**src/design/hbp_pkg.sv**
```systemverilog
// ----------------------------------------------------------------------------
// hbp_pkg: shared types and constants for heading_between_points
// Fixed-point widths, the CORDIC arctangent table, fold codes and the job
// record that travels from the front end to the CORDIC back end.
// ----------------------------------------------------------------------------
package hbp_pkg;

	// Defaults for the top-level parameters
	localparam int unsigned DEF_COORD_WIDTH  = 24;
	localparam int unsigned DEF_CORDIC_STEPS = 16;

	// Normalizer: the larger of dx, dy ends with its top bit here
	localparam int unsigned NORM_TOP_BIT = 40;
	localparam int unsigned NORM_W       = NORM_TOP_BIT + 1;
	localparam int unsigned NORM_STAGES  = 6;

	// CORDIC datapath: x and y carry gain headroom, z counts 2^-20 degree
	localparam int unsigned CORDIC_W       = NORM_W + 3;
	localparam int unsigned ANGLE_W        = 29;
	localparam int unsigned ATAN_TABLE_LEN = 24;

	// Decoupling queue between front and back
	localparam int unsigned QUEUE_DEPTH = 2;

	// Fold and scale
	localparam int unsigned FOLD_W = 29;
	localparam logic signed [ANGLE_W-1:0] ANGLE_90 = 29'sd94371840;
	localparam logic [FOLD_W-1:0] DEG_180 = 29'd188743680;
	localparam logic [FOLD_W-1:0] DEG_360 = 29'd377487360;

	localparam int unsigned SCALE_MUL_W = 12;
	localparam logic [SCALE_MUL_W-1:0] SCALE_MUL = 12'd2728;
	localparam int unsigned PROD_W      = FOLD_W + SCALE_MUL_W;
	localparam logic [PROD_W-1:0] ROUND_ADD = 41'd7864320;
	localparam int unsigned SCALE_SHIFT = 20;
	localparam int unsigned QUOT_W      = PROD_W - SCALE_SHIFT;

	// Divide by 15 as multiply by ceil(2^25 / 15), exact over the quotient range
	localparam int unsigned RECIP_W     = 22;
	localparam logic [RECIP_W-1:0] RECIP_MUL = 22'd2236963;
	localparam int unsigned RECIP_SHIFT = 25;
	localparam int unsigned RPROD_W     = QUOT_W + RECIP_W;
	localparam int unsigned HQ_W        = RPROD_W - RECIP_SHIFT;

	localparam int unsigned HEADING_W = 16;
	localparam logic [HEADING_W-1:0] HEADING_MAX = 16'd65472;

	// atan(2^-i) in units of 2^-20 degree, rounded to nearest
	localparam logic signed [ANGLE_W-1:0] ATAN_DEG [0:ATAN_TABLE_LEN-1] = '{
		29'sd47185920, 29'sd27855475, 29'sd14718068, 29'sd7471121,
		29'sd3750058,  29'sd1876857,  29'sd938658,   29'sd469357,
		29'sd234682,   29'sd117342,   29'sd58671,    29'sd29335,
		29'sd14668,    29'sd7334,     29'sd3667,     29'sd1833,
		29'sd917,      29'sd458,      29'sd229,      29'sd115,
		29'sd57,       29'sd29,       29'sd14,       29'sd7
	};

	// Quadrant fold applied to the first-quadrant angle
	typedef enum logic [1:0] {
		FOLD_SUB180,
		FOLD_ADD180,
		FOLD_PLAIN,
		FOLD_SUB360
	} fold_t;

	typedef struct packed {
		fold_t fold;
		logic  dx_zero;
	} hbp_tag_t;

	// One normalized job: x holds dy, y holds dx, both shifted alike
	typedef struct packed {
		hbp_tag_t          tag;
		logic [NORM_W-1:0] x;
		logic [NORM_W-1:0] y;
	} hbp_job_t;

endpackage

```
**src/design/hbp_queue.sv**
```systemverilog
// ----------------------------------------------------------------------------
// hbp_queue: job queue
// Small register FIFO that lets the front end and the CORDIC back end stall
// independently of each other.
// ----------------------------------------------------------------------------
module hbp_queue
	import hbp_pkg::*;
#(
	parameter int unsigned DEPTH = QUEUE_DEPTH
) (
	input  logic     clk,
	input  logic     arst_n,
	input  logic     push_valid,
	output logic     push_ready,
	input  hbp_job_t push_job,
	output logic     pop_valid,
	input  logic     pop_ready,
	output hbp_job_t pop_job
);

	localparam int unsigned PTR_W = (DEPTH > 1) ? $clog2(DEPTH) : 1;
	localparam int unsigned CNT_W = $clog2(DEPTH + 1);

	hbp_job_t          slot_q [0:DEPTH-1];
	logic [PTR_W-1:0]  wr_ptr_q, rd_ptr_q;
	logic [CNT_W-1:0]  count_q;
	logic              do_push, do_pop;

	assign push_ready = (count_q != CNT_W'(DEPTH));
	assign pop_valid  = (count_q != '0);
	assign do_push    = push_valid & push_ready;
	assign do_pop     = pop_valid & pop_ready;
	assign pop_job    = slot_q[rd_ptr_q];

	// Track pointers and fill level
	always_ff @(posedge clk or negedge arst_n) begin
		if (!arst_n) begin
			wr_ptr_q <= '0;
			rd_ptr_q <= '0;
			count_q  <= '0;
		end else begin
			if (do_push) begin
				wr_ptr_q <= (wr_ptr_q == PTR_W'(DEPTH - 1)) ? '0 : wr_ptr_q + 1'b1;
			end
			if (do_pop) begin
				rd_ptr_q <= (rd_ptr_q == PTR_W'(DEPTH - 1)) ? '0 : rd_ptr_q + 1'b1;
			end
			if (do_push && !do_pop) begin
				count_q <= count_q + 1'b1;
			end else if (do_pop && !do_push) begin
				count_q <= count_q - 1'b1;
			end
		end
	end

	// Store the incoming beat
	always_ff @(posedge clk) begin
		if (do_push) begin
			slot_q[wr_ptr_q] <= push_job;
		end
	end

endmodule

```
**config.mk**
```make
export PLATFORM = sky130hd
export DESIGN_NAME = hbp_queue
export DESIGN_NICKNAME = d
export VERILOG_FILES = /design/src/design/hbp_pkg.sv /design/src/design/hbp_queue.sv
export SDC_FILE = /design/constraint.sdc
export NUM_CORES = 1
export LEC_CHECK = 0
export BUFFER_PORTS_ARGS = -buffer_cell sky130_fd_sc_hd__buf_2
export CORE_ASPECT_RATIO = 1.25
export CORE_UTILIZATION = 25
export CTS_CLUSTER_SIZE = 40
export DETAILED_ROUTE_END_ITERATION = 8
export PLACE_DENSITY = 0.52
export SLEW_MARGIN = 20
export SYNTH_ARGS = -nofsm -noshare
export SYNTH_HDL_FRONTEND = slang
export SYNTH_SLANG_ARGS = --single-unit
```
**constraint.sdc**
```tcl
create_clock -name clk -period 4.3 [get_ports clk]
set_clock_uncertainty 0.05 [all_clocks]
set_input_delay 0.86 -clock clk [delete_from_list [all_inputs] [get_ports clk]]
set_output_delay 0.86 -clock clk [all_outputs]
set_load 0.01 [all_outputs]
```
==> results.toml, run 1 <==
[synthesis]
synth-warning-count = 0
synth.distinct_cells = 17
synth_edf_count = 170
syn-num-nets = 373
syn-cell-area_sq_um = 6530
ys_seq_area_share_pct = 79.7
synth-seq-cells = 174
synth_top_area_cell = "edfxtp_1"
netlist_top_cells_area = "edfxtp_1 78%, mux2_4 9.2%, mux2_2 7.8%, dfrtp_1 1.5%, buf_12 1.2%"
async_flop_share_pct = 2.30
yosysMostFrequentCell = "edfxtp_1"
synthFlopType = "edfxtp_1"
synth_common_cells = "170 x edfxtp_1, 45 x mux2_2, 40 x mux2_4"
synth_top_cell_area_share_pct = 78.1
syn_avg_cell_area_sq_um = 23.1
synthCells = 283

[clocking]
clockBufferDepth = 2
cts_tree = "done"
cts_buffers = 17
post_cts_buffers = 0
clkTransAtPathRegs_ps = 70
holdBufCountCts = 0
worstSkewPairLatency_ps = 430
htree_levels = 4
cts_root_buf = "clkbuf_16"
ctsResizeCount = 0
clock_sinks = 174

[job]
cap_violations = 0

[setup_path]
start_kind = "flip-flop"
crit_type = "reg -> out"
cp.arrival_ps = 2290
crit_path_top_delay_cell = "dfrtp_4"
crit_required_ps = 3390
crit_fanout = 52
crit_chain = "buf_12 > mux2_2 > buf_2"
setup.worst_path.end_class = "primary output"
worstReg2RegEnd = "slot_q[1][15]$_DFFE_PP_"
r2r_slack_ps = 2180
max_stage_delay_ps = 970
r2r-start = "count_q[0]$_DFFE_PN0P_"
r2r.worst_path.cells = 3

[timing]
worstMarginPinSlew_ps = 875
fmax_ghz = 0.312
relSlewSlack_pct = 41.7
setup_tns_ps = 0
hold_violations = 0
rsz0062_at_grt = "false"
setup_violations = 0
fin_crit_ps = 3200
min_period_over_period_pct = 74.5
fin_hold_ws_ps = 175
slew_viol_final = 0

[global_route]
met3_usage_pct = 4.03
grt_usage_pct = 9.79
grt_pass1_vias = 3659
grt_start_max_net_pins = 58
gr-usage-met2_pct = 17.2
grt_pass1_wl_mm = 19.3
antenna_found_initial = 1
use_met1_pct = 9.97
overflow = 0
busiest_layer = "met2"

[route]
first_pass_iters = 4
drtIter0Drc = 101
vias = 3227
vias_per_cell = 3.94
routedWlPerCell_um = 15.2
antenna_left = 0
routed_wl_mm = 12.5
drc = 0

[placement]
dp_hpwl_mm = 8.24
place_area_sq_um = 7770
place.gp.congestion = 0.684
io_buffer_count = 175

[floorplan]
dieHeight_um = 183
start_util_pct = 25.7
die_area_sq_um = 26800
core-area_sq_um = 25500
die_w_um = 147
row_count = 65
io_pins = 176

[power]
total_power_w = 0.00579
p_per_area_nw_per_um2 = 690
vdd_drop_max_mv = 0.311
p_leak_nw = 3.20

[layout]
nets = 562
design_area_sq_um = 8400
fill_cells = 2441
multi_input_area_sq_um = 1210
layout.area.seq_sq_um = 5210
diodes = 0
area_growth_pct = 28.6
drive_gt1_share_pct = 61.9

[min_path]
holdCritPathClass = "in -> async"

[outcome]
status = "completed"
-- cell type report --
cell class | count | share of cell area (%)
Timing Repair Buffer | 180 | 11.0
Clock buffer | 18 | 5.11
Inverter | 1 | 0.0447
Sequential cell | 174 | 62.0
Multi-Input combinational cell | 98 | 14.4
Clock inverter | 14 | 2.44
Tap cell | 335 | 4.99
-- logic make-up (layout without fill, tap and decap cells) --
group	Yosys count	in the layout	share of synthesized area, %
and+or+nand+nor	7	7	0.517
DFF	174	174	79.7
xor gates and xnor gates	5	5	0.670
adders and majority gates	1	1	0.192
buffers and inverters	11	213	1.99
muxes	85	85	17.0
-- worst max-delay path, delay by kind of cell, from the launching register on --
| family | cells | cell delay (ps) |
|---|---|---|
| flip-flops | 1 | 970 |
| buffers and inverters | 2 | 490 |
| multiplexers | 1 | 370 |
-- cells in the final DEF (no fill, tap or decap), types with 2 or more instances in the layout --
| cell | instances |
|---|---|
| buf_4 | 4 |
| mux2_2 | 45 |
| inv_6 | 4 |
| mux2_4 | 40 |
| bufinv_16 | 4 |
| clkbuf_16 | 17 |
| xnor2_1 | 3 |
| dfrtp_1 | 3 |
| clkinv_4 | 3 |
| buf_2 | 175 |
| xor2_1 | 2 |
| nand2_1 | 2 |
| edfxtp_1 | 170 |
-- worst max path at each step --
stage / startpoint / end / slack [ps] / cells past startpoint
after CTS: rd_ptr_q$_DFFE_PN0P_ / pop_job[69] / 1020 / 3
after global placement: rd_ptr_q$_DFFE_PN0P_ / pop_job[69] / 1530 / 3
after floorplan: push_valid / slot_q[0][0]$_DFFE_PP_ / 650 / 2
after detailed placement: rd_ptr_q$_DFFE_PN0P_ / pop_job[65] / 1500 / 3
final: rd_ptr_q$_DFFE_PN0P_ / pop_job[65] / 1100 / 3
after global routing: rd_ptr_q$_DFFE_PN0P_ / pop_job[65] / 950 / 3
-- sequential cells by signal (all words and copies together), names as in the netlist --
| name | flops |
|---|---|
| count_q | 2 |
| slot_q | 170 |
| rd_ptr_q | 1 |
| wr_ptr_q | 1 |
-- power breakdown --
group | leakage (nW) | switching, W | total [W] | internal, W
clock network | 0.308 | 0.000670 | 0.00166 | 0.000986
logic | 1.27 | 0.000794 | 0.00161 | 0.000820
registers | 1.62 | 0.000201 | 0.00252 | 0.00232
total | 3.20 | 0.00167 | 0.00579 | 0.00413
-- metal layers --
layer	wire length, um	vias to the layer above	part of all wire (%)
li1	-	1492	-
met1	4930	1601	39
met2	6440	117	52
met3	896	15	7.2
met4	218	2	1.7
met5	13	-	0.10
-- metrics by stage --
| stage | setup slack [ps] | std cells | util, % |
|---|---|---|---|
| 3_5_place_dp | 1500 | 788 | 30.5 |
| 4_1_cts | 1020 | 820 | 33.0 |
| 2_1_floorplan | 655 | 283 | - |
| 6_report | 1100 | 820 | 33.0 |
| 3_3_place_gp | 1530 | 788 | 30.5 |
| 5_1_grt | 954 | 820 | 33.0 |
(Power assumes the default switching activity.)
==> run 2: changes to the inputs <==
ABC_AREA = 1   (was unset)
PLACE_DENSITY = 0.5   (was 0.52)
clock period = 3 ns   (was 4.3 ns; I/O delays follow)
==> run 2 against run 1 <==
Die area decreased by 1.7%. Register-to-register slack got worse by 1000 ps. Sequential power increased by 37%. Synthesized area decreased by 1.8%. Critical path type unchanged.
==> results.toml, run 2 <==
[global_route]
grt_pass1_vias = 3732
grt_start_max_net_pins = 87
antenna_found_initial = 1
overflow = 0
grt_usage_pct = 10.5
grt_pass1_wl_mm = 20.3

[floorplan]
start_util_pct = 25.5
row_count = 65
dieHeight_um = 181
core-area_sq_um = 25200
die_area_sq_um = 26300
die_w_um = 145
io_pins = 176

[setup_path]
crit_chain = "clkinv_2 > buf_4 > nand2_1 > nand2_1 > buf_2"
worst-path-buf-inv = 3
cpLargestDelayFamily = "buffers and inverters"
r2r_slack_ps = 1170
max_stage_delay_ps = 490
crit_fanout = 42
crit_required_ps = 2350
cpMostUsedCell = "nand2_1"
cp.arrival_ps = 1760
crit_type = "reg -> out"
setup.worst_path.end_class = "primary output"
start_kind = "flip-flop"
crit_path_top_delay_cell = "dfrtp_4"

[route]
drtIter0Drc = 172
routedWlPerCell_um = 13.6
vias_per_cell = 3.86
vias = 3876
drc = 0
first_pass_iters = 6
antenna_left = 0
routed_wl_mm = 13.7

[clocking]
holdBufCountCts = 1
htree_levels = 4
worstSkewPairLatency_ps = 430
post_cts_buffers = 0
ctsResizeCount = 0
clock_sinks = 174
clockBufferDepth = 2
cts_tree = "done"
clkTransAtPathRegs_ps = 70
cts_buffers = 17
cts_root_buf = "clkbuf_16"

[placement]
io_buffer_count = 175
place.gp.congestion = 0.683
dp_hpwl_mm = 8.10

[min_path]
holdCritPathClass = "in -> reg"

[job]
cap_violations = 0

[timing]
fin_hold_ws_ps = 307
min_period_over_period_pct = 80.5
fin_crit_ps = 2410
relSlewSlack_pct = 63.5
worstMarginPinSlew_ps = 548
slew_viol_final = 0
hold_violations = 0
setup_violations = 0
fmax_ghz = 0.414
rsz0062_at_grt = "false"

[layout]
largest_reg_flops = 170
diodes = 0
drive_gt1_share_pct = 32.2
nets = 746
final_common_cell = "nand2_1"
layout_common_cells = "265 x nand2_1, 175 x buf_2, 170 x edfxtp_1"
regMostFlops = "slot_q"
area_growth_pct = 28.4
top_regs = "slot_q: 170 flops, count_q: 2 flops"
post-route-util_pct = 32.7

[synthesis]
synth.distinct_cells = 14
syn_avg_cell_area_sq_um = 13.6
ys_seq_area_share_pct = 81.1
synth_common_cells = "265 x nand2_1, 170 x edfxtp_1, 11 x buf_2"
async_flop_share_pct = 2.30
netlist_top_cells_area = "edfxtp_1 80%, nand2_1 16%, dfrtp_1 1.6%, buf_6 1.1%, buf_2 0.86%"
synth_top_cell_area_share_pct = 79.5
synthCells = 473
syn-num-nets = 563
synth-seq-cells = 174
syn-cell-area_sq_um = 6420
yosysMostFrequentCell = "nand2_1"
synth_top_area_cell = "edfxtp_1"
synth-warning-count = 0
synth_edf_count = 170
synthFlopType = "edfxtp_1"

[outcome]
status = "completed"

[power]
vdd_drop_max_mv = 0.386
p_leak_nw = 3.48
p_per_area_nw_per_um2 = 979
-- run 2: power breakdown --
group          switching (W)  internal (W)  total (W)
clock network       0.000934       0.00114    0.00207
registers           0.000120       0.00332    0.00344
logic                0.00172      0.000836    0.00255
total                0.00277       0.00530    0.00807
-- run 2: final timing paths --
check                                           to  depth (start not counted)              startpoint
setup / recovery                       pop_job[75]                          5    rd_ptr_q$_DFFE_PN0P_
hold / removal             slot_q[0][49]$_DFFE_PP_                          1            push_job[49]
setup reg to reg           slot_q[0][24]$_DFFE_PP_                          5  count_q[0]$_DFFE_PN0P_
hold reg to reg             count_q[0]$_DFFE_PN0P_                          1  count_q[0]$_DFFE_PN0P_
max in group asynchronous     rd_ptr_q$_DFFE_PN0P_                          2                  arst_n
min in group asynchronous   count_q[1]$_DFFE_PN0P_                          2                  arst_n
-- run 2: routing by layer --
layer,vias to the layer above,share of wire [%],global-route usage [%]
li1,1957,-,-
met2,120,49,17.1
met4,2,1.6,4.55
met5,-,0.12,0
met1,1781,43,12.1
met3,16,6.5,4.17
-- run 2: cells by family (layout without fill, tap and decap cells) --
logic type,Yosys count,after routing,synth area share [%]
adders and majority gates,1,1,0.195
buffers and inverters,26,221,2.55
and+or+nand+nor,270,270,15.9
xor gates and xnor gates,2,2,0.273
DFF,174,174,81.1
-- run 2: area by class of cell --
cell class	instances	area (sq um)
well taps	335	419
inverters	7	27.5
flip-flops and latches	174	5210
fillers	2518	17000
clock inverters	14	120
repair buffers	183	976
multi-input cells	273	1060
clock buffers	17	425
-- run 2: metrics by stage --
stage	worst slack [ps]	total power (W)	instances	setup TNS, ps	instance area, sq um
after CTS	501	0.00825	1003	0	8240
after global placement	991	0.00613	971	0	7680
after global routing	433	0.00859	1003	0	8240
after floorplan	-419	0.00507	473	-71200	6420
final	585	0.00807	1003	0	8240
after detailed placement	984	0.00614	971	0	7680
==> run 3: changes to the inputs <==
ABC_AREA = 0   (was 1)
clock period = 2.45 ns   (was 3 ns; I/O delays follow)
==> run 3 against run 2 <==
Via count fell by 17%. Flip-flop and latch count stayed put. Sequential share of layout area is 1.5 points lower. Clock-buffer cell count rose by 2. Worst hold slack got worse by 100 ps. Wire length decreased by 8.5%. Critical endpoint is now pop_job[64]. Largest power group unchanged.
==> results.toml, run 3 (synthesized netlist as in run 1, its figures left out) <==
[placement]
place_area_sq_um = 7820
dp_hpwl_mm = 7.97
place.gp.congestion = 0.662
io_buffer_count = 175

[setup_path]
r2r.worst_path.cells = 4
crit_type = "reg -> out"
r2r_slack_ps = 670
worstReg2RegEnd = "slot_q[0][19]$_DFFE_PP_"
start_kind = "flip-flop"
setup.worst_path.end_class = "primary output"
cp.arrival_ps = 1710
crit_required_ps = 1910
r2r-start = "count_q[0]$_DFFE_PN0P_"
crit_fanout = 42

[timing]
fin_crit_ps = 2250
hold_violations = 0
worstMarginPinSlew_ps = 581
fmax_ghz = 0.445
slew_viol_final = 0
setup_tns_ps = 0
relSlewSlack_pct = 61.3
rsz0062_at_grt = "false"
min_period_over_period_pct = 91.8
setup_violations = 0

[clocking]
ctsResizeCount = 0
worstSkewPairLatency_ps = 420
cts_tree = "done"
clockBufferDepth = 2
clock_sinks = 174
clkTransAtPathRegs_ps = 70
cts_buffers = 17
cts_root_buf = "clkbuf_16"
htree_levels = 4
post_cts_buffers = 0

[power]
intPower_w = 0.00727
seqPwrFrac_pct = 41.9
vdd_drop_max_mv = 0.576
swShare_pct = 28.2
power_frac_comb_pct = 30.5
p_leak_nw = 3.20
p_per_area_nw_per_um2 = 1200
pwr-share-clk_pct = 27.6
total_power_w = 0.0101
p_sw_w = 0.00285

[global_route]
grt_usage_pct = 9.85
gr-usage-met2_pct = 17.1
overflow = 0
grt_pass1_vias = 3658
met3_usage_pct = 3.36
grt_start_max_net_pins = 50
grt_pass1_wl_mm = 19.5
antenna_found_initial = 2
use_met1_pct = 10.5
busiest_layer = "met2"

[layout]
design_area_sq_um = 8440
drive_gt1_share_pct = 60.8
fill_cells = 2470
largest_reg_flops = 170
area_growth_pct = 29.1
regMostFlops = "slot_q"
nets = 564
layout_common_cells = "175 x buf_2, 170 x edfxtp_1, 45 x mux2_2"
top_regs = "slot_q: 170 flops, count_q: 2 flops"
layout.area.seq_sq_um = 5210
final_common_cell = "buf_2"
multi_input_area_sq_um = 1220

[route]
drc = 0
vias = 3217
drtIter0Drc = 124
antenna_left = 0
first_pass_iters = 4
vias_per_cell = 3.91
routedWlPerCell_um = 15.2
routed_wl_mm = 12.5

[floorplan]
start_util_pct = 25.7
die_area_sq_um = 26800
die_w_um = 147
io_pins = 176
row_count = 65
dieHeight_um = 183
core-area_sq_um = 25500

[min_path]
min_from = "push_job[81]"
holdCritPathClass = "in -> reg"
hold_end = "slot_q[0][81]$_DFFE_PP_"
whs_path_depth = 1

[job]
cap_violations = 0

[outcome]
status = "completed"
## run 3: cell count changes in the layout (fill, tap and decap cells not counted), sizes merged, moves of 2 or more
cell and delta:
bufinv +3, clkbuf +2, clkinv -4, inv -7
mux2 +85, nand2 -263, nand3 -2, xnor2 +2
## run 3: worst max-delay path by stage
stage                     slack, ps                      end                   start  cells after the start
final                           200              pop_job[64]    rd_ptr_q$_DFFE_PN0P_                      3
after global routing            110              pop_job[70]    rd_ptr_q$_DFFE_PN0P_                      3
after CTS                       150              pop_job[14]    rd_ptr_q$_DFFE_PN0P_                      3
after detailed placement        630  slot_q[0][64]$_DFFE_PP_              push_valid                      4
after global placement          640              pop_job[14]    rd_ptr_q$_DFFE_PN0P_                      3
after floorplan                  30   slot_q[0][0]$_DFFE_PP_  count_q[0]$_DFFE_PN0P_                      3
## run 3: what timing repair did
item                                    CTS  global route
endpoints found under the hold margin     4             0
hold buffers                              1             0
endpoints found under the setup margin    0             0
## run 3: through the flow
step | worst slack [ps] | utilization [%] | hold WS, ps | std cells
floorplan | 26.1 | - | 144 | 283
global placement | 639 | 30.7 | 255 | 789
detailed placement | 630 | 30.7 | 259 | 789
CTS | 150 | 33.1 | 167 | 822
global route | 114 | 33.1 | 173 | 822
finish | 200 | 33.1 | 206 | 823
## run 3: worst max-delay path: stages (launching register included)
cell and delay [ps]:
dfrtp_4 440, buf_12 260, mux2_2 380, buf_2 140
## run 3: layout make-up
cell class / count / area share, %
flip-flops and latches: 174 / 61.7
clock inverters: 13 / 2.02
inverters: 1 / 0.0445
diodes: 1 / 0.0297
multi-input cells: 98 / 14.4
well taps: 335 / 4.97
repair buffers: 182 / 11.6
clock buffers: 19 / 5.13
## run 3: metal layers
metal / part of all wire, % / routed length (um) / vias up
met5: 0.10 / 13 / -
met4: 1.5 / 193 / 2
met3: 6.3 / 792 / 10
met2: 52 / 6570 / 102
met1: 40 / 4940 / 1599
li1: - / - / 1504
## run 3: power by group through the flow
stage / combinational (W) / clock, W / sequential [W]
4_1_cts: 0.00320 / 0.00292 / 0.00425
3_3_place_gp: 0.00315 / 0 / 0.00428
6_report: 0.00309 / 0.00279 / 0.00424
3_5_place_dp: 0.00319 / 0 / 0.00432
2_1_floorplan: 0.00218 / 0 / 0.00427
5_1_grt: 0.00336 / 0.00302 / 0.00431
