[src/design/hbp_pkg.sv]
// ----------------------------------------------------------------------------
// hbp_pkg: shared types and constants for heading_between_points
// Fixed-point widths, the CORDIC arctangent table, fold codes and the job
// record that travels from the front end to the CORDIC back end.
// ----------------------------------------------------------------------------
package hbp_pkg;

	// Defaults for the top-level parameters
	localparam int unsigned DEF_COORD_WIDTH  = 24;
	localparam int unsigned DEF_CORDIC_STEPS = 16;

	// Normalizer: the larger of dx, dy ends with its top bit here
	localparam int unsigned NORM_TOP_BIT = 40;
	localparam int unsigned NORM_W       = NORM_TOP_BIT + 1;
	localparam int unsigned NORM_STAGES  = 6;

	// CORDIC datapath: x and y carry gain headroom, z counts 2^-20 degree
	localparam int unsigned CORDIC_W       = NORM_W + 3;
	localparam int unsigned ANGLE_W        = 29;
	localparam int unsigned ATAN_TABLE_LEN = 24;

	// Decoupling queue between front and back
	localparam int unsigned QUEUE_DEPTH = 2;

	// Fold and scale
	localparam int unsigned FOLD_W = 29;
	localparam logic signed [ANGLE_W-1:0] ANGLE_90 = 29'sd94371840;
	localparam logic [FOLD_W-1:0] DEG_180 = 29'd188743680;
	localparam logic [FOLD_W-1:0] DEG_360 = 29'd377487360;

	localparam int unsigned SCALE_MUL_W = 12;
	localparam logic [SCALE_MUL_W-1:0] SCALE_MUL = 12'd2728;
	localparam int unsigned PROD_W      = FOLD_W + SCALE_MUL_W;
	localparam logic [PROD_W-1:0] ROUND_ADD = 41'd7864320;
	localparam int unsigned SCALE_SHIFT = 20;
	localparam int unsigned QUOT_W      = PROD_W - SCALE_SHIFT;

	// Divide by 15 as multiply by ceil(2^25 / 15), exact over the quotient range
	localparam int unsigned RECIP_W     = 22;
	localparam logic [RECIP_W-1:0] RECIP_MUL = 22'd2236963;
	localparam int unsigned RECIP_SHIFT = 25;
	localparam int unsigned RPROD_W     = QUOT_W + RECIP_W;
	localparam int unsigned HQ_W        = RPROD_W - RECIP_SHIFT;

	localparam int unsigned HEADING_W = 16;
	localparam logic [HEADING_W-1:0] HEADING_MAX = 16'd65472;

	// atan(2^-i) in units of 2^-20 degree, rounded to nearest
	localparam logic signed [ANGLE_W-1:0] ATAN_DEG [0:ATAN_TABLE_LEN-1] = '{
		29'sd47185920, 29'sd27855475, 29'sd14718068, 29'sd7471121,
		29'sd3750058,  29'sd1876857,  29'sd938658,   29'sd469357,
		29'sd234682,   29'sd117342,   29'sd58671,    29'sd29335,
		29'sd14668,    29'sd7334,     29'sd3667,     29'sd1833,
		29'sd917,      29'sd458,      29'sd229,      29'sd115,
		29'sd57,       29'sd29,       29'sd14,       29'sd7
	};

	// Quadrant fold applied to the first-quadrant angle
	typedef enum logic [1:0] {
		FOLD_SUB180,
		FOLD_ADD180,
		FOLD_PLAIN,
		FOLD_SUB360
	} fold_t;

	typedef struct packed {
		fold_t fold;
		logic  dx_zero;
	} hbp_tag_t;

	// One normalized job: x holds dy, y holds dx, both shifted alike
	typedef struct packed {
		hbp_tag_t          tag;
		logic [NORM_W-1:0] x;
		logic [NORM_W-1:0] y;
	} hbp_job_t;

endpackage

[src/design/hbp_point_if.sv]
// ----------------------------------------------------------------------------
// hbp_point_if: point-pair channel
// Valid/ready channel carrying two signed Q16.8 points per beat.
// ----------------------------------------------------------------------------
interface hbp_point_if
	import hbp_pkg::*;
#(
	parameter int unsigned COORD_WIDTH = DEF_COORD_WIDTH
) ();
	logic                          valid;
	logic                          ready;
	logic signed [COORD_WIDTH-1:0] first_x;
	logic signed [COORD_WIDTH-1:0] first_y;
	logic signed [COORD_WIDTH-1:0] second_x;
	logic signed [COORD_WIDTH-1:0] second_y;

	modport source (output valid, first_x, first_y, second_x, second_y, input ready);
	modport sink (input valid, first_x, first_y, second_x, second_y, output ready);
endinterface

[src/design/hbp_front.sv]
// ----------------------------------------------------------------------------
// hbp_front: point intake and normalization
// Forms |dx| and |dy|, picks the quadrant fold, then left-justifies both
// magnitudes through a pipelined logarithmic normalizer.
// ----------------------------------------------------------------------------
module hbp_front
	import hbp_pkg::*;
#(
	parameter int unsigned COORD_WIDTH = DEF_COORD_WIDTH
) (
	input  logic         clk,
	input  logic         arst_n,
	hbp_point_if.sink    points,
	output logic         job_valid,
	input  logic         job_ready,
	output hbp_job_t     job
);

	localparam int unsigned DIFF_W = COORD_WIDTH + 1;

	logic signed [DIFF_W-1:0] dx_fwd, dx_rev, dy_fwd, dy_rev;
	logic [DIFF_W-1:0]        dx_abs, dy_abs;
	hbp_tag_t                 tag_in;

	logic [NORM_STAGES:0]    vld_sn;
	logic [NORM_W-1:0]       nx_sn  [0:NORM_STAGES];
	logic [NORM_W-1:0]       ny_sn  [0:NORM_STAGES];
	hbp_tag_t                tag_sn [0:NORM_STAGES];
	logic [NORM_W-1:0]       nx_nxt [0:NORM_STAGES-1];
	logic [NORM_W-1:0]       ny_nxt [0:NORM_STAGES-1];
	logic                    adv;

	// Stall the whole front only when the last stage holds a beat the queue refuses
	assign adv          = job_ready | ~vld_sn[NORM_STAGES];
	assign points.ready = adv;

	// Form both signed differences and their negations, pick the magnitudes and the fold
	always_comb begin
		dx_fwd = DIFF_W'(points.first_x) - DIFF_W'(points.second_x);
		dx_rev = DIFF_W'(points.second_x) - DIFF_W'(points.first_x);
		dy_fwd = DIFF_W'(points.first_y) - DIFF_W'(points.second_y);
		dy_rev = DIFF_W'(points.second_y) - DIFF_W'(points.first_y);
		dx_abs = dx_fwd[DIFF_W-1] ? dx_rev : dx_fwd;
		dy_abs = dy_fwd[DIFF_W-1] ? dy_rev : dy_fwd;
		if (dy_abs == '0) begin
			dy_abs = DIFF_W'(1);
		end
		tag_in.dx_zero = (dx_fwd == '0);
		if (!dy_fwd[DIFF_W-1]) begin
			tag_in.fold = dx_fwd[DIFF_W-1] ? FOLD_SUB180 : FOLD_ADD180;
			if (!dx_rev[DIFF_W-1]) begin
				tag_in.fold = FOLD_SUB180;
			end
		end else begin
			tag_in.fold = dx_fwd[DIFF_W-1] ? FOLD_PLAIN : FOLD_SUB360;
		end
	end

	// Shift both by 32, 16, .. 1 where the top bits of their OR are clear
	always_comb begin
		for (int k = 0; k < NORM_STAGES; k++) begin
			if (((nx_sn[k] | ny_sn[k]) >> (NORM_W - (1 << (NORM_STAGES - 1 - k)))) == '0) begin
				nx_nxt[k] = nx_sn[k] << (1 << (NORM_STAGES - 1 - k));
				ny_nxt[k] = ny_sn[k] << (1 << (NORM_STAGES - 1 - k));
			end else begin
				nx_nxt[k] = nx_sn[k];
				ny_nxt[k] = ny_sn[k];
			end
		end
	end

	// Advance the valid chain
	always_ff @(posedge clk or negedge arst_n) begin
		if (!arst_n) begin
			vld_sn <= '0;
		end else if (adv) begin
			vld_sn <= {vld_sn[NORM_STAGES-1:0], points.valid};
		end
	end

	// Advance the payload
	always_ff @(posedge clk) begin
		if (adv) begin
			nx_sn[0]  <= NORM_W'(dy_abs);
			ny_sn[0]  <= NORM_W'(dx_abs);
			tag_sn[0] <= tag_in;
			for (int k = 0; k < NORM_STAGES; k++) begin
				nx_sn[k+1]  <= nx_nxt[k];
				ny_sn[k+1]  <= ny_nxt[k];
				tag_sn[k+1] <= tag_sn[k];
			end
		end
	end

	assign job_valid = vld_sn[NORM_STAGES];
	assign job.tag   = tag_sn[NORM_STAGES];
	assign job.x     = nx_sn[NORM_STAGES];
	assign job.y     = ny_sn[NORM_STAGES];

endmodule

[src/flat_wrapper.sv]
// flat-port wrapper written by rule: the top's interface ports become plain ports
module hbp_front_flat import hbp_pkg::*;
#(
	parameter int unsigned COORD_WIDTH = DEF_COORD_WIDTH
)
  (clk, arst_n, job_valid, job_ready, job, points_valid, points_first_x, points_first_y, points_second_x, points_second_y, points_ready);
  hbp_point_if #(.COORD_WIDTH(COORD_WIDTH)) points_i ();
  input  logic clk;
  input  logic arst_n;
  output logic job_valid;
  input  logic job_ready;
  output hbp_job_t job;
  input wire logic [$bits(points_i.valid)-1:0] points_valid;
  input wire logic [$bits(points_i.first_x)-1:0] points_first_x;
  input wire logic [$bits(points_i.first_y)-1:0] points_first_y;
  input wire logic [$bits(points_i.second_x)-1:0] points_second_x;
  input wire logic [$bits(points_i.second_y)-1:0] points_second_y;
  output wire logic [$bits(points_i.ready)-1:0] points_ready;
  assign points_i.valid = points_valid;
  assign points_i.first_x = points_first_x;
  assign points_i.first_y = points_first_y;
  assign points_i.second_x = points_second_x;
  assign points_i.second_y = points_second_y;
  assign points_ready = points_i.ready;
  hbp_front #(.COORD_WIDTH(COORD_WIDTH)) u_core (.clk(clk), .arst_n(arst_n), .points(points_i), .job_valid(job_valid), .job_ready(job_ready), .job(job));
endmodule
[config.mk]
export PLATFORM = sky130hd
export DESIGN_NAME = hbp_front_flat
export DESIGN_NICKNAME = d
export VERILOG_FILES = /design/src/design/hbp_pkg.sv /design/src/design/hbp_point_if.sv /design/src/design/hbp_front.sv /design/src/flat_wrapper.sv
export SDC_FILE = /design/constraint.sdc
export NUM_CORES = 1
export LEC_CHECK = 0
export BUFFER_PORTS_ARGS = -buffer_cell sky130_fd_sc_hd__buf_2
export CAP_MARGIN = 20
export CORE_ASPECT_RATIO = 0.8
export CORE_MARGIN = 2
export CORE_UTILIZATION = 35
export DETAILED_ROUTE_END_ITERATION = 8
export PLACE_DENSITY = 0.5
export SYNTH_ARGS = -nofsm -noshare
export SYNTH_HDL_FRONTEND = slang
export SYNTH_SLANG_ARGS = --single-unit
[constraint.sdc]
create_clock -name clk -period 22.4 [get_ports clk]
set_input_delay 1.12 -clock clk [delete_from_list [all_inputs] [get_ports clk]]
set_output_delay 1.12 -clock clk [all_outputs]
set_load 0.01 [all_outputs]
==> run metrics, run 1 <==
slew margin rel.=29.9%; kind of critical path=in2reg; Synth async-reset ratio=1.26%; gr ovfl total=0; number of fill cells=7245; layout cells sized above 1=20.3%; most common cell after layout, fill and taps aside=edfxtp_1; Int Pwr=0.00268 W; clock sinks=556; crit share post-route=18.8%; most frequent cells in the layout=edfxtp_1, nand2_1, buf_2; Main synth FF type=edfxtp_1; worst-case clock skew=0.0216 ns; sw frac=28.7%; RR Startpoint=u_core.vld_sn[6]; final hold violation count=0; max cap viols=0; DR iter-0 viols=1005; CTS Buf Count=58; via/cell ratio=4.73; worst min-delay path class=in2async; DP Wirelength=41400 um; Worst path top cell family by delay=compound AO/OA/AOI/OAI gates; ANT nets after route=0; # DRC=0; # diodes=0; Bufs and invs on worst path=3; Period minus WS final=4.20 ns; Post-synth EDFFs=549; DRT Wirelength=57800 um; Post-Syn Instances=2159; GP Congestion=0.851; CTS tree=built; Netlist Area Pre-Place=26900 um2; Avg Synthesized Cell Area=12.5 um2; synth warn=0; status=finished, final reports clean; routed length per instance=17.3 um; Initial Util=35.5%; num rows=90; Boundary Pins=187; Synthesized Nets=2359; Fmax=0.238 GHz; Comb power frac=22.9%; clock root cell=clkbuf_16; crit start category=primary input; Resized Gates After CTS=0; sequential element share of the synthesized area=61.9%; post-synth cell types=65; Setup WS post-layout=18.20 ns; hold buffer count at cts=0; Core Region=75800 um2; Port Buffers=186; Largest stage delay, worst path=0.46 ns; initial antenna violation count=0; Area Growth Syn to Fin=13.7%; instance count on the critical path=15; CP cell instances=buf_2 -> inv_1 -> ha_1 -> a21o_1 -> a21oi_1 -> o21bai_1 -> a221oi_1 -> a211oi_1 -> nor2_1 -> o21bai_1 -> o21bai_2 -> buf_4 -> mux2_2 -> a221oi_1 -> xnor2_1; DR pass1 iterations=5; R2R cell count=3; #FFs+latches synth=556; Clk Latency, worst-skew pair=0.61 ns; first-pass GRT wire length=92100 um; Critical Path Fanout Max=32; Max Root-Sink Buffers=3; via count=15800; Critical Path Source=points_second_x[9]; htree depth=2; pin count of the biggest net entering global routing=186; setup bufs post-CTS=0; hold_ws=0.336 ns; sw power=0.00108 W; clock network fraction of design power=24.1%; Pins Over Slew Limit=0; CP arrival=4.53 ns; Worst setup EP type=register; die area=79200 um2; pre-CTS WS=17.56 ns; Critical Path RT=22.73 ns; final setup fails=0; CP max stage cell=ha_1; # nets final=2492; setup TNS=0 ns; Seq pwr share=53.0%; Leak=12.6 nW; vias in the first global route=16100; unrepaired setup endpoints after global routing=false; PwrDens=123 nW/um2; clock-pin slew on the worst setup and hold paths=0.06 ns; worst vdd ir=62.4 uV; Die Ht=252 um; Chip Width=314 um; GRT Total Usage=14.6%; actual slew at the worst max-slew pin=1.05 ns
## sequential cells by signal (all words and copies together) (netlist names)
name and count:
u_core.ny_sn 264, u_core.tag_sn 21, u_core.vld_sn 7, u_core.nx_sn 264
## stage by stage
step / area, um2 / power (W) / cells / utilization (%)
after detailed placement: 28800 / 0.00289 / 3243 / 38.0
after CTS: 30600 / 0.00382 / 3345 / 40.4
after floorplan: 26900 / 0.00270 / 2159 / -
after global placement: 28800 / 0.00289 / 3242 / 38.0
final: 30600 / 0.00377 / 3346 / 40.4
after global routing: 30600 / 0.00400 / 3346 / 40.4
## final timing paths
kind | endpoint | slack, ns
max | u_core.ny_sn[0][16] | 18.20
min | u_core.vld_sn[0] | 0.34
max reg2reg | u_core.ny_sn[6][15] | 19.44
min reg2reg | u_core.tag_sn[6][1] | 0.40
max in group asynchronous | u_core.vld_sn[1] | 21.92
min in group clk | u_core.tag_sn[6][1] | 0.40
## synthesized netlist by cell type (all sizes together), types with 3 or more instances
cell type  count  area, um2
a31oi          7       43.8
nand3         13       65.1
o21a          18        135
o31a           3       26.3
mux2i         29        290
o211ai         6       45.0
edfxtp       549      16500
fa             4       80.1
a21boi         3       22.5
xor2          26        235
a221oi         5       43.8
ha            96       1200
o21ai         61        305
a21o          86        646
a21oi         70        350
dfrtp          7        175
nand4         16        100
nand2        393       1480
nor4          27        175
nor3          13       76.3
a211oi         8       60.1
nand2b        18        113
mux2         178       2000
and2          62        388
xnor2         32        280
or4            4       30.0
o21bai        15        113
nor2          46        180
o31ai          8       60.1
inv          117        439
clkbuf       113        424
buf           16       86.3
and4           4       35.0
and3           5       31.3
nor2b         72        450
## cell type report
class / instances / area [um2] / share of cell area, %
sequential: 556 / 16700 / 54.4
timing repair buffer: 202 / 1110 / 3.62
clock buffer: 72 / 1530 / 4.98
tap: 1012 / 1270 / 4.14
clock inverter: 30 / 262 / 0.854
inverter: 117 / 439 / 1.43
multi-input combinational: 1357 / 9350 / 30.5
## power by group through the flow
stage | logic (W) | registers, W | clock network (W)
final | 0.000862 | 0.00200 | 0.000908
after global routing | 0.000968 | 0.00206 | 0.000978
after CTS | 0.000876 | 0.00201 | 0.000939
after detailed placement | 0.000867 | 0.00203 | 0
after global placement | 0.000872 | 0.00202 | 0
after floorplan | 0.000583 | 0.00212 | 0
## worst register-to-register path, stage by stage (launching register included)
cell and delay, ns:
dfrtp_1 0.40, nand2b_4 0.39, buf_12 0.69, buf_4 1.08
## kinds of logic after synthesis
group / synth area share (%)
flip-flops: 61.9
AND/OR/NAND/NOR: 11.8
AO/OA/AOI/OAI: 7.61
XOR/XNOR: 1.91
buffers and inverters: 3.53
multiplexers: 8.52
adder cells (fa/ha/maj): 4.76
## layer usage
layer,share of wire [%],vias to the layer above,track usage (%)
met4,1.6,0,3.57
li1,-,7922,-
met2,43,289,21.5
met5,0,-,0
met1,52,7542,22.3
met3,3.9,64,2.21
Power figures use the tool's default switching activity.
==> inputs of run 2 (changes only) <==
- clock period: 22.4 -> 3.9 ns (I/O delays scaled with it)
==> run metrics, run 2 (same netlist as run 1, synthesis figures left out) <==
CP cell instances=buf_2 -> ha_1 -> fa_1 -> nor2b_1 -> o21ai_0 -> a21boi_1 -> o21ai_0 -> nor2_1 -> a21oi_1 -> nor4_1 -> nand4_1 -> or4_1 -> or4_1 -> nor4_2 (was buf_2 -> inv_1 -> ha_1 -> a21o_1 -> a21oi_1 -> o21bai_1 -> a221oi_1 -> a211oi_1 -> nor2_1 -> o21bai_1 -> o21bai_2 -> buf_4 -> mux2_2 -> a221oi_1 -> xnor2_1); die area=79200 um2 (unchanged); num rows=90 (unchanged); vias in the first global route=16300 (was 16100); Most Crowded Layer GR=met1 (unchanged); worst min-delay path class=in2reg (was in2async); number of fill cells=7284 (was 7245); Clk Latency, worst-skew pair=0.62 ns (was 0.61 ns); pre-CTS WS=0.0634 ns (was 17.56 ns); CP max stage cell=or4_1 (was ha_1); actual slew at the worst max-slew pin=0.958 ns (was 1.05 ns); Die Ht=252 um (unchanged); GRT Total Usage=14.4% (was 14.6%); # nets final=2525 (was 2492); clock network fraction of design power=24.6% (was 24.1%); CTS Buf Count=59 (was 58); clock sinks=556 (unchanged); internal reg-to-reg setup slack=1.50 ns (was 19.44 ns); Seq pwr share=52.2% (was 53.0%); ANT nets after route=0 (unchanged); Worst setup EP type=register (unchanged); slew margin rel.=36.2% (was 29.9%); Util after Layout=40.9% (was 40.4%); Setup WS post-layout=0.652 ns (was 18.20 ns); final hold violation count=0 (unchanged); Period minus WS final=3.25 ns; Non-Filler Instances=3385 (was 3346); worst-case clock skew=0.0242 ns (was 0.0216 ns); setup TNS=0 ns (unchanged); worst vdd ir=343 uV (was 62.4 uV); CP arrival=3.67 ns (was 4.53 ns); # diodes=0 (unchanged); DP Wirelength=42100 um (was 41400 um); Inst Count DP=3273 (was 3243); initial antenna violation count=0 (unchanged); DR pass1 iterations=5 (unchanged); Area Growth Syn to Fin=15.2% (was 13.7%); GP Congestion=0.838 (was 0.851); via/cell ratio=4.72 (was 4.73); Pins Over Slew Limit=0 (unchanged); final setup fails=0 (unchanged); sw frac=28.6% (was 28.7%); first-pass GRT wire length=91100 um (was 92100 um); Critical Path RT=4.32 ns (was 22.73 ns); Initial Util=35.5% (unchanged); Bufs and invs on worst path=1 (was 3); crit start category=primary input (unchanged); layout cells sized above 1=21.2% (was 20.3%); Chip Width=314 um (unchanged); Int Pwr=0.0157 W (was 0.00268 W); M1 GR Usage=21.8% (was 22.3%); setup bufs post-CTS=0 (unchanged); Finished Cell Area=31000 um2 (was 30600 um2); crit share post-route=83.3%; status=finished, final reports clean (unchanged); gr ovfl total=0 (unchanged); pin count of the biggest net entering global routing=103 (was 186); Largest stage delay, worst path=0.53 ns (was 0.46 ns); Worst path top cell family by delay=simple AND/OR/NAND/NOR gates (was compound AO/OA/AOI/OAI gates); unrepaired setup endpoints after global routing=false (unchanged); Fmax=0.308 GHz; met2 usage=21.1% (was 21.5%); CTS tree=built (unchanged); clock-pin slew on the worst setup and hold paths=0.06 ns (about the same); clock root cell=clkbuf_16 (unchanged); htree depth=2 (unchanged); Comb power frac=23.2% (was 22.9%); routed length per instance=16.9 um (was 17.3 um); sw power=0.00626 W (was 0.00108 W); Critical Path Fanout Max=4 (was 32); most common cell after layout, fill and taps aside=edfxtp_1 (unchanged); DRT Wirelength=57200 um (was 57800 um); Port Buffers=186 (unchanged); Boundary Pins=187 (unchanged); PwrDens=707 nW/um2 (was 123 nW/um2); max cap viols=0 (unchanged); kind of critical path=in2reg (unchanged); # DRC=0 (unchanged); DR iter-0 viols=989 (was 1005); Max Root-Sink Buffers=3 (unchanged); met3 Use GR=2.06% (was 2.21%); Resized Gates After CTS=0 (unchanged); Core Region=75800 um2 (unchanged); Post-DP Area=29100 um2 (was 28800 um2); most frequent cells in the layout=edfxtp_1, nand2_1, buf_2 (unchanged); via count=16000 (was 15800); Largest regs=u_core.nx_sn x264, u_core.ny_sn x264, u_core.tag_sn x21 (unchanged); Leak=12.8 nW (was 12.6 nW)
[run 2: changes by cell type in the layout (fill, tap and decap cells not counted), sizes merged]
cell	before	now
buf	202	231
bufinv	4	6
clkbuf	72	71
clkinv	25	26
clkinvlp	1	3
dlygate4sd3	0	3
inv	117	120
[run 2: cell type report]
cell class / count / area [um2] / share of cell area, %
flip-flops and latches: 556 / 16700 / 53.7
multi-input cells: 1357 / 9350 / 30.1
clock buffers: 71 / 1520 / 4.90
repair buffers: 234 / 1440 / 4.63
well taps: 1012 / 1270 / 4.08
inverters: 117 / 439 / 1.42
clock inverters: 38 / 348 / 1.12
[run 2: through the flow]
stage / hold slack [ns] / power, W
2_1_floorplan: -0.101 / 0.0147
3_3_place_gp: 0.0262 / 0.0167
3_5_place_dp: 0.0340 / 0.0167
4_1_cts: 0.103 / 0.0222
5_1_grt: 0.137 / 0.0232
6_report: 0.138 / 0.0219
[run 2: final timing paths]
check                                      endpoint           startpoint  cells after the start
min in group asynchronous          u_core.vld_sn[0]               arst_n                      3
worst min register to register  u_core.tag_sn[3][1]  u_core.tag_sn[2][1]                      0
worst min-delay path             u_core.nx_sn[0][0]    points_first_y[0]                      3
worst max-delay path            u_core.tag_sn[0][0]   points_second_x[0]                     14
max in group asynchronous          u_core.vld_sn[4]               arst_n                      3
worst max register to register  u_core.nx_sn[2][19]  u_core.nx_sn[1][33]                      4
[run 2: routing by layer]
metal / vias up / wire length [um]
li1: 8010 / -
met1: 7574 / 29500
met2: 302 / 24300
met3: 77 / 2190
met4: 0 / 1320
met5: - / 0
[run 2: repair_timing]
| action | in CTS | in global routing |
|---|---|---|
| hold buffers | 3 | 0 |
| setup endpoints to repair | 0 | 0 |
| hold endpoints to repair | 8 | 0 |
[run 2: worst register-to-register path, delay by kind of cell (launching register included)]
family / cells / cell delay, ns
simple gates: 2 / 0.87
flops: 1 / 0.44
buf+inv: 1 / 0.42
mux: 1 / 0.41
[run 2: power by group through the flow]
stage               registers, W  clock network (W)  logic (W)
finish                    0.0114            0.00539    0.00508
global route              0.0118            0.00579    0.00567
CTS                       0.0115            0.00557    0.00518
detailed placement        0.0116                  0    0.00513
global placement          0.0116                  0    0.00514
floorplan                 0.0113                  0    0.00333
==> inputs of run 3 (changes only) <==
- clock period: 3.9 -> 3 ns (I/O delays scaled with it)
==> run metrics, run 3 (same netlist as run 1, synthesis figures left out) <==
status=finished, final reports clean (unchanged); most frequent cells in the layout=edfxtp_1, nand2_1, buf_4 (was edfxtp_1, nand2_1, buf_2); Finished Cell Area=32800 um2 (was 31000 um2); worst-case clock skew=0.0134 ns (was 0.0242 ns); GP Congestion=0.857 (was 0.838); clock sinks=556 (unchanged); DP Wirelength=44600 um (was 42100 um); DRT Wirelength=59000 um (was 57200 um); Core Region=75800 um2 (unchanged); # diodes=0 (unchanged); Max Root-Sink Buffers=3 (unchanged); actual slew at the worst max-slew pin=0.705 ns (was 0.958 ns); CTS Buf Count=58 (was 59); final hold violation count=0 (unchanged); kind of critical path=in2reg (unchanged); slew margin rel.=53.0% (was 36.2%); num rows=90 (unchanged); setup TNS=0 ns (unchanged); Die Ht=252 um (unchanged); Port Buffers=186 (unchanged); CP arrival=3.26 ns (was 3.67 ns); Chip Width=314 um (unchanged); Critical Path RT=3.43 ns (was 4.32 ns); pin count of the biggest net entering global routing=86 (was 103); CTS tree=built (unchanged); Worst setup EP type=register (unchanged); via count=16700 (was 16000); Pins Over Slew Limit=0 (unchanged); routed length per instance=16.3 um (was 16.9 um); Boundary Pins=187 (unchanged); unrepaired setup endpoints after global routing=false (unchanged); Most Crowded Layer GR=met1 (unchanged); worst vdd ir=475 uV (was 343 uV); met3 Use GR=1.95% (was 2.06%); Post-DP Area=30900 um2 (was 29100 um2); Period minus WS final=2.82 ns; clock-pin slew on the worst setup and hold paths=0.06 ns (about the same); M1 GR Usage=22.8% (was 21.8%); die area=79200 um2 (unchanged); Area Growth Syn to Fin=21.9% (was 15.2%); Fmax=0.354 GHz; worst min-delay path class=in2reg (unchanged); DR pass1 iterations=5 (unchanged); PwrDens=884 nW/um2 (was 707 nW/um2); met2 usage=22.6% (was 21.1%); # nets final=2762 (was 2525); via/cell ratio=4.62 (was 4.72); crit start category=primary input (unchanged); Initial Util=35.5% (unchanged); ANT nets after route=0 (unchanged); final setup fails=0 (unchanged); htree depth=2 (unchanged); initial antenna violation count=0 (unchanged); crit share post-route=94.1%; max cap viols=0 (unchanged); clock root cell=clkbuf_16 (unchanged); Clk Latency, worst-skew pair=0.61 ns (was 0.62 ns); Critical Path Fanout Max=4 (unchanged); GRT Total Usage=15.0% (was 14.4%); DR iter-0 viols=964 (was 989); Leak=13.9 nW (was 12.8 nW); layout cells sized above 1=28.9% (was 21.2%); gr ovfl total=0 (unchanged); first-pass GRT wire length=95100 um (was 91100 um); Setup WS post-layout=0.177 ns (was 0.652 ns); Largest regs=u_core.nx_sn x264, u_core.ny_sn x264, u_core.tag_sn x21 (unchanged); most common cell after layout, fill and taps aside=edfxtp_1 (unchanged); vias in the first global route=17100 (was 16300); pre-CTS WS=-0.484 ns (was 0.0634 ns); # DRC=0 (unchanged)
run 3: cell types whose count changed in the layout (fill, tap and decap cells not counted), moves of 2 or more:
| cell | before | now |
|---|---|---|
| buf_12 | 11 | 9 |
| clkinv_2 | 8 | 11 |
| buf_4 | 34 | 273 |
| clkinv_1 | 18 | 7 |
| clkbuf_1 | 12 | 14 |
run 3: critical path, stage by stage:
cell and delay (ns):
buf_2 0.09, inv_1 0.04, ha_1 0.24, fa_2 0.37
nor2b_1 0.11, o21ai_0 0.10, a21boi_1 0.27, o21ai_0 0.24
nor2_1 0.15, a21oi_1 0.05, nor4_1 0.30, nand4_1 0.12
or4_1 0.47, or4_1 0.42, nor4_2 0.14
run 3: stage by stage:
step / std cells / hold WS [ns] / utilization (%) / total power [W]
after global routing: 3617 / 0.171 / 43.3 / 0.0308
after floorplan: 2159 / -0.146 / - / 0.0190
after CTS: 3616 / 0.106 / 43.3 / 0.0294
after global placement: 3510 / -0.0172 / 40.8 / 0.0222
after detailed placement: 3510 / -0.00819 / 40.8 / 0.0222
final: 3617 / 0.145 / 43.3 / 0.0290
run 3: layer usage:
layer | vias to the layer above | part of all wire (%)
met3 | 64 | 3.8
met2 | 290 | 43
met1 | 7863 | 52
li1 | 8498 | -
met4 | 0 | 1.6
met5 | - | 0
run 3: final timing paths:
check / from / to / slack, ns / cells past startpoint
worst max-delay path: points_first_x[0] / u_core.tag_sn[0][0] / 0.18 / 15
worst min-delay path: points_second_y[0] / u_core.nx_sn[0][0] / 0.15 / 4
worst max register to register: u_core.nx_sn[1][33] / u_core.ny_sn[2][23] / 0.61 / 4
worst min register to register: u_core.tag_sn[5][2] / u_core.tag_sn[6][2] / 0.42 / 0
max in group asynchronous: arst_n / u_core.vld_sn[6] / 2.27 / 3
min in group asynchronous: arst_n / u_core.vld_sn[4] / 0.49 / 3
run 3: layout make-up:
cell class	count	area, um2
clock buffers	73	1530
clock inverters	30	344
flip-flops and latches	556	16700
repair buffers	472	3200
inverters	117	439
fillers	7126	43000
well taps	1012	1270
multi-input cells	1357	9390
run 3: what timing repair did:
item	in CTS	in global routing
setup endpoints to repair	0	1
buffers inserted	0	1
hold buffers	3	0
resized for setup	0	4
endpoints found under the hold margin	8	0
run 3: report_power, final:
group / switching (W) / internal (W)
sequential: 0.00168 / 0.0132
combinational: 0.00363 / 0.00344
clock: 0.00288 / 0.00420
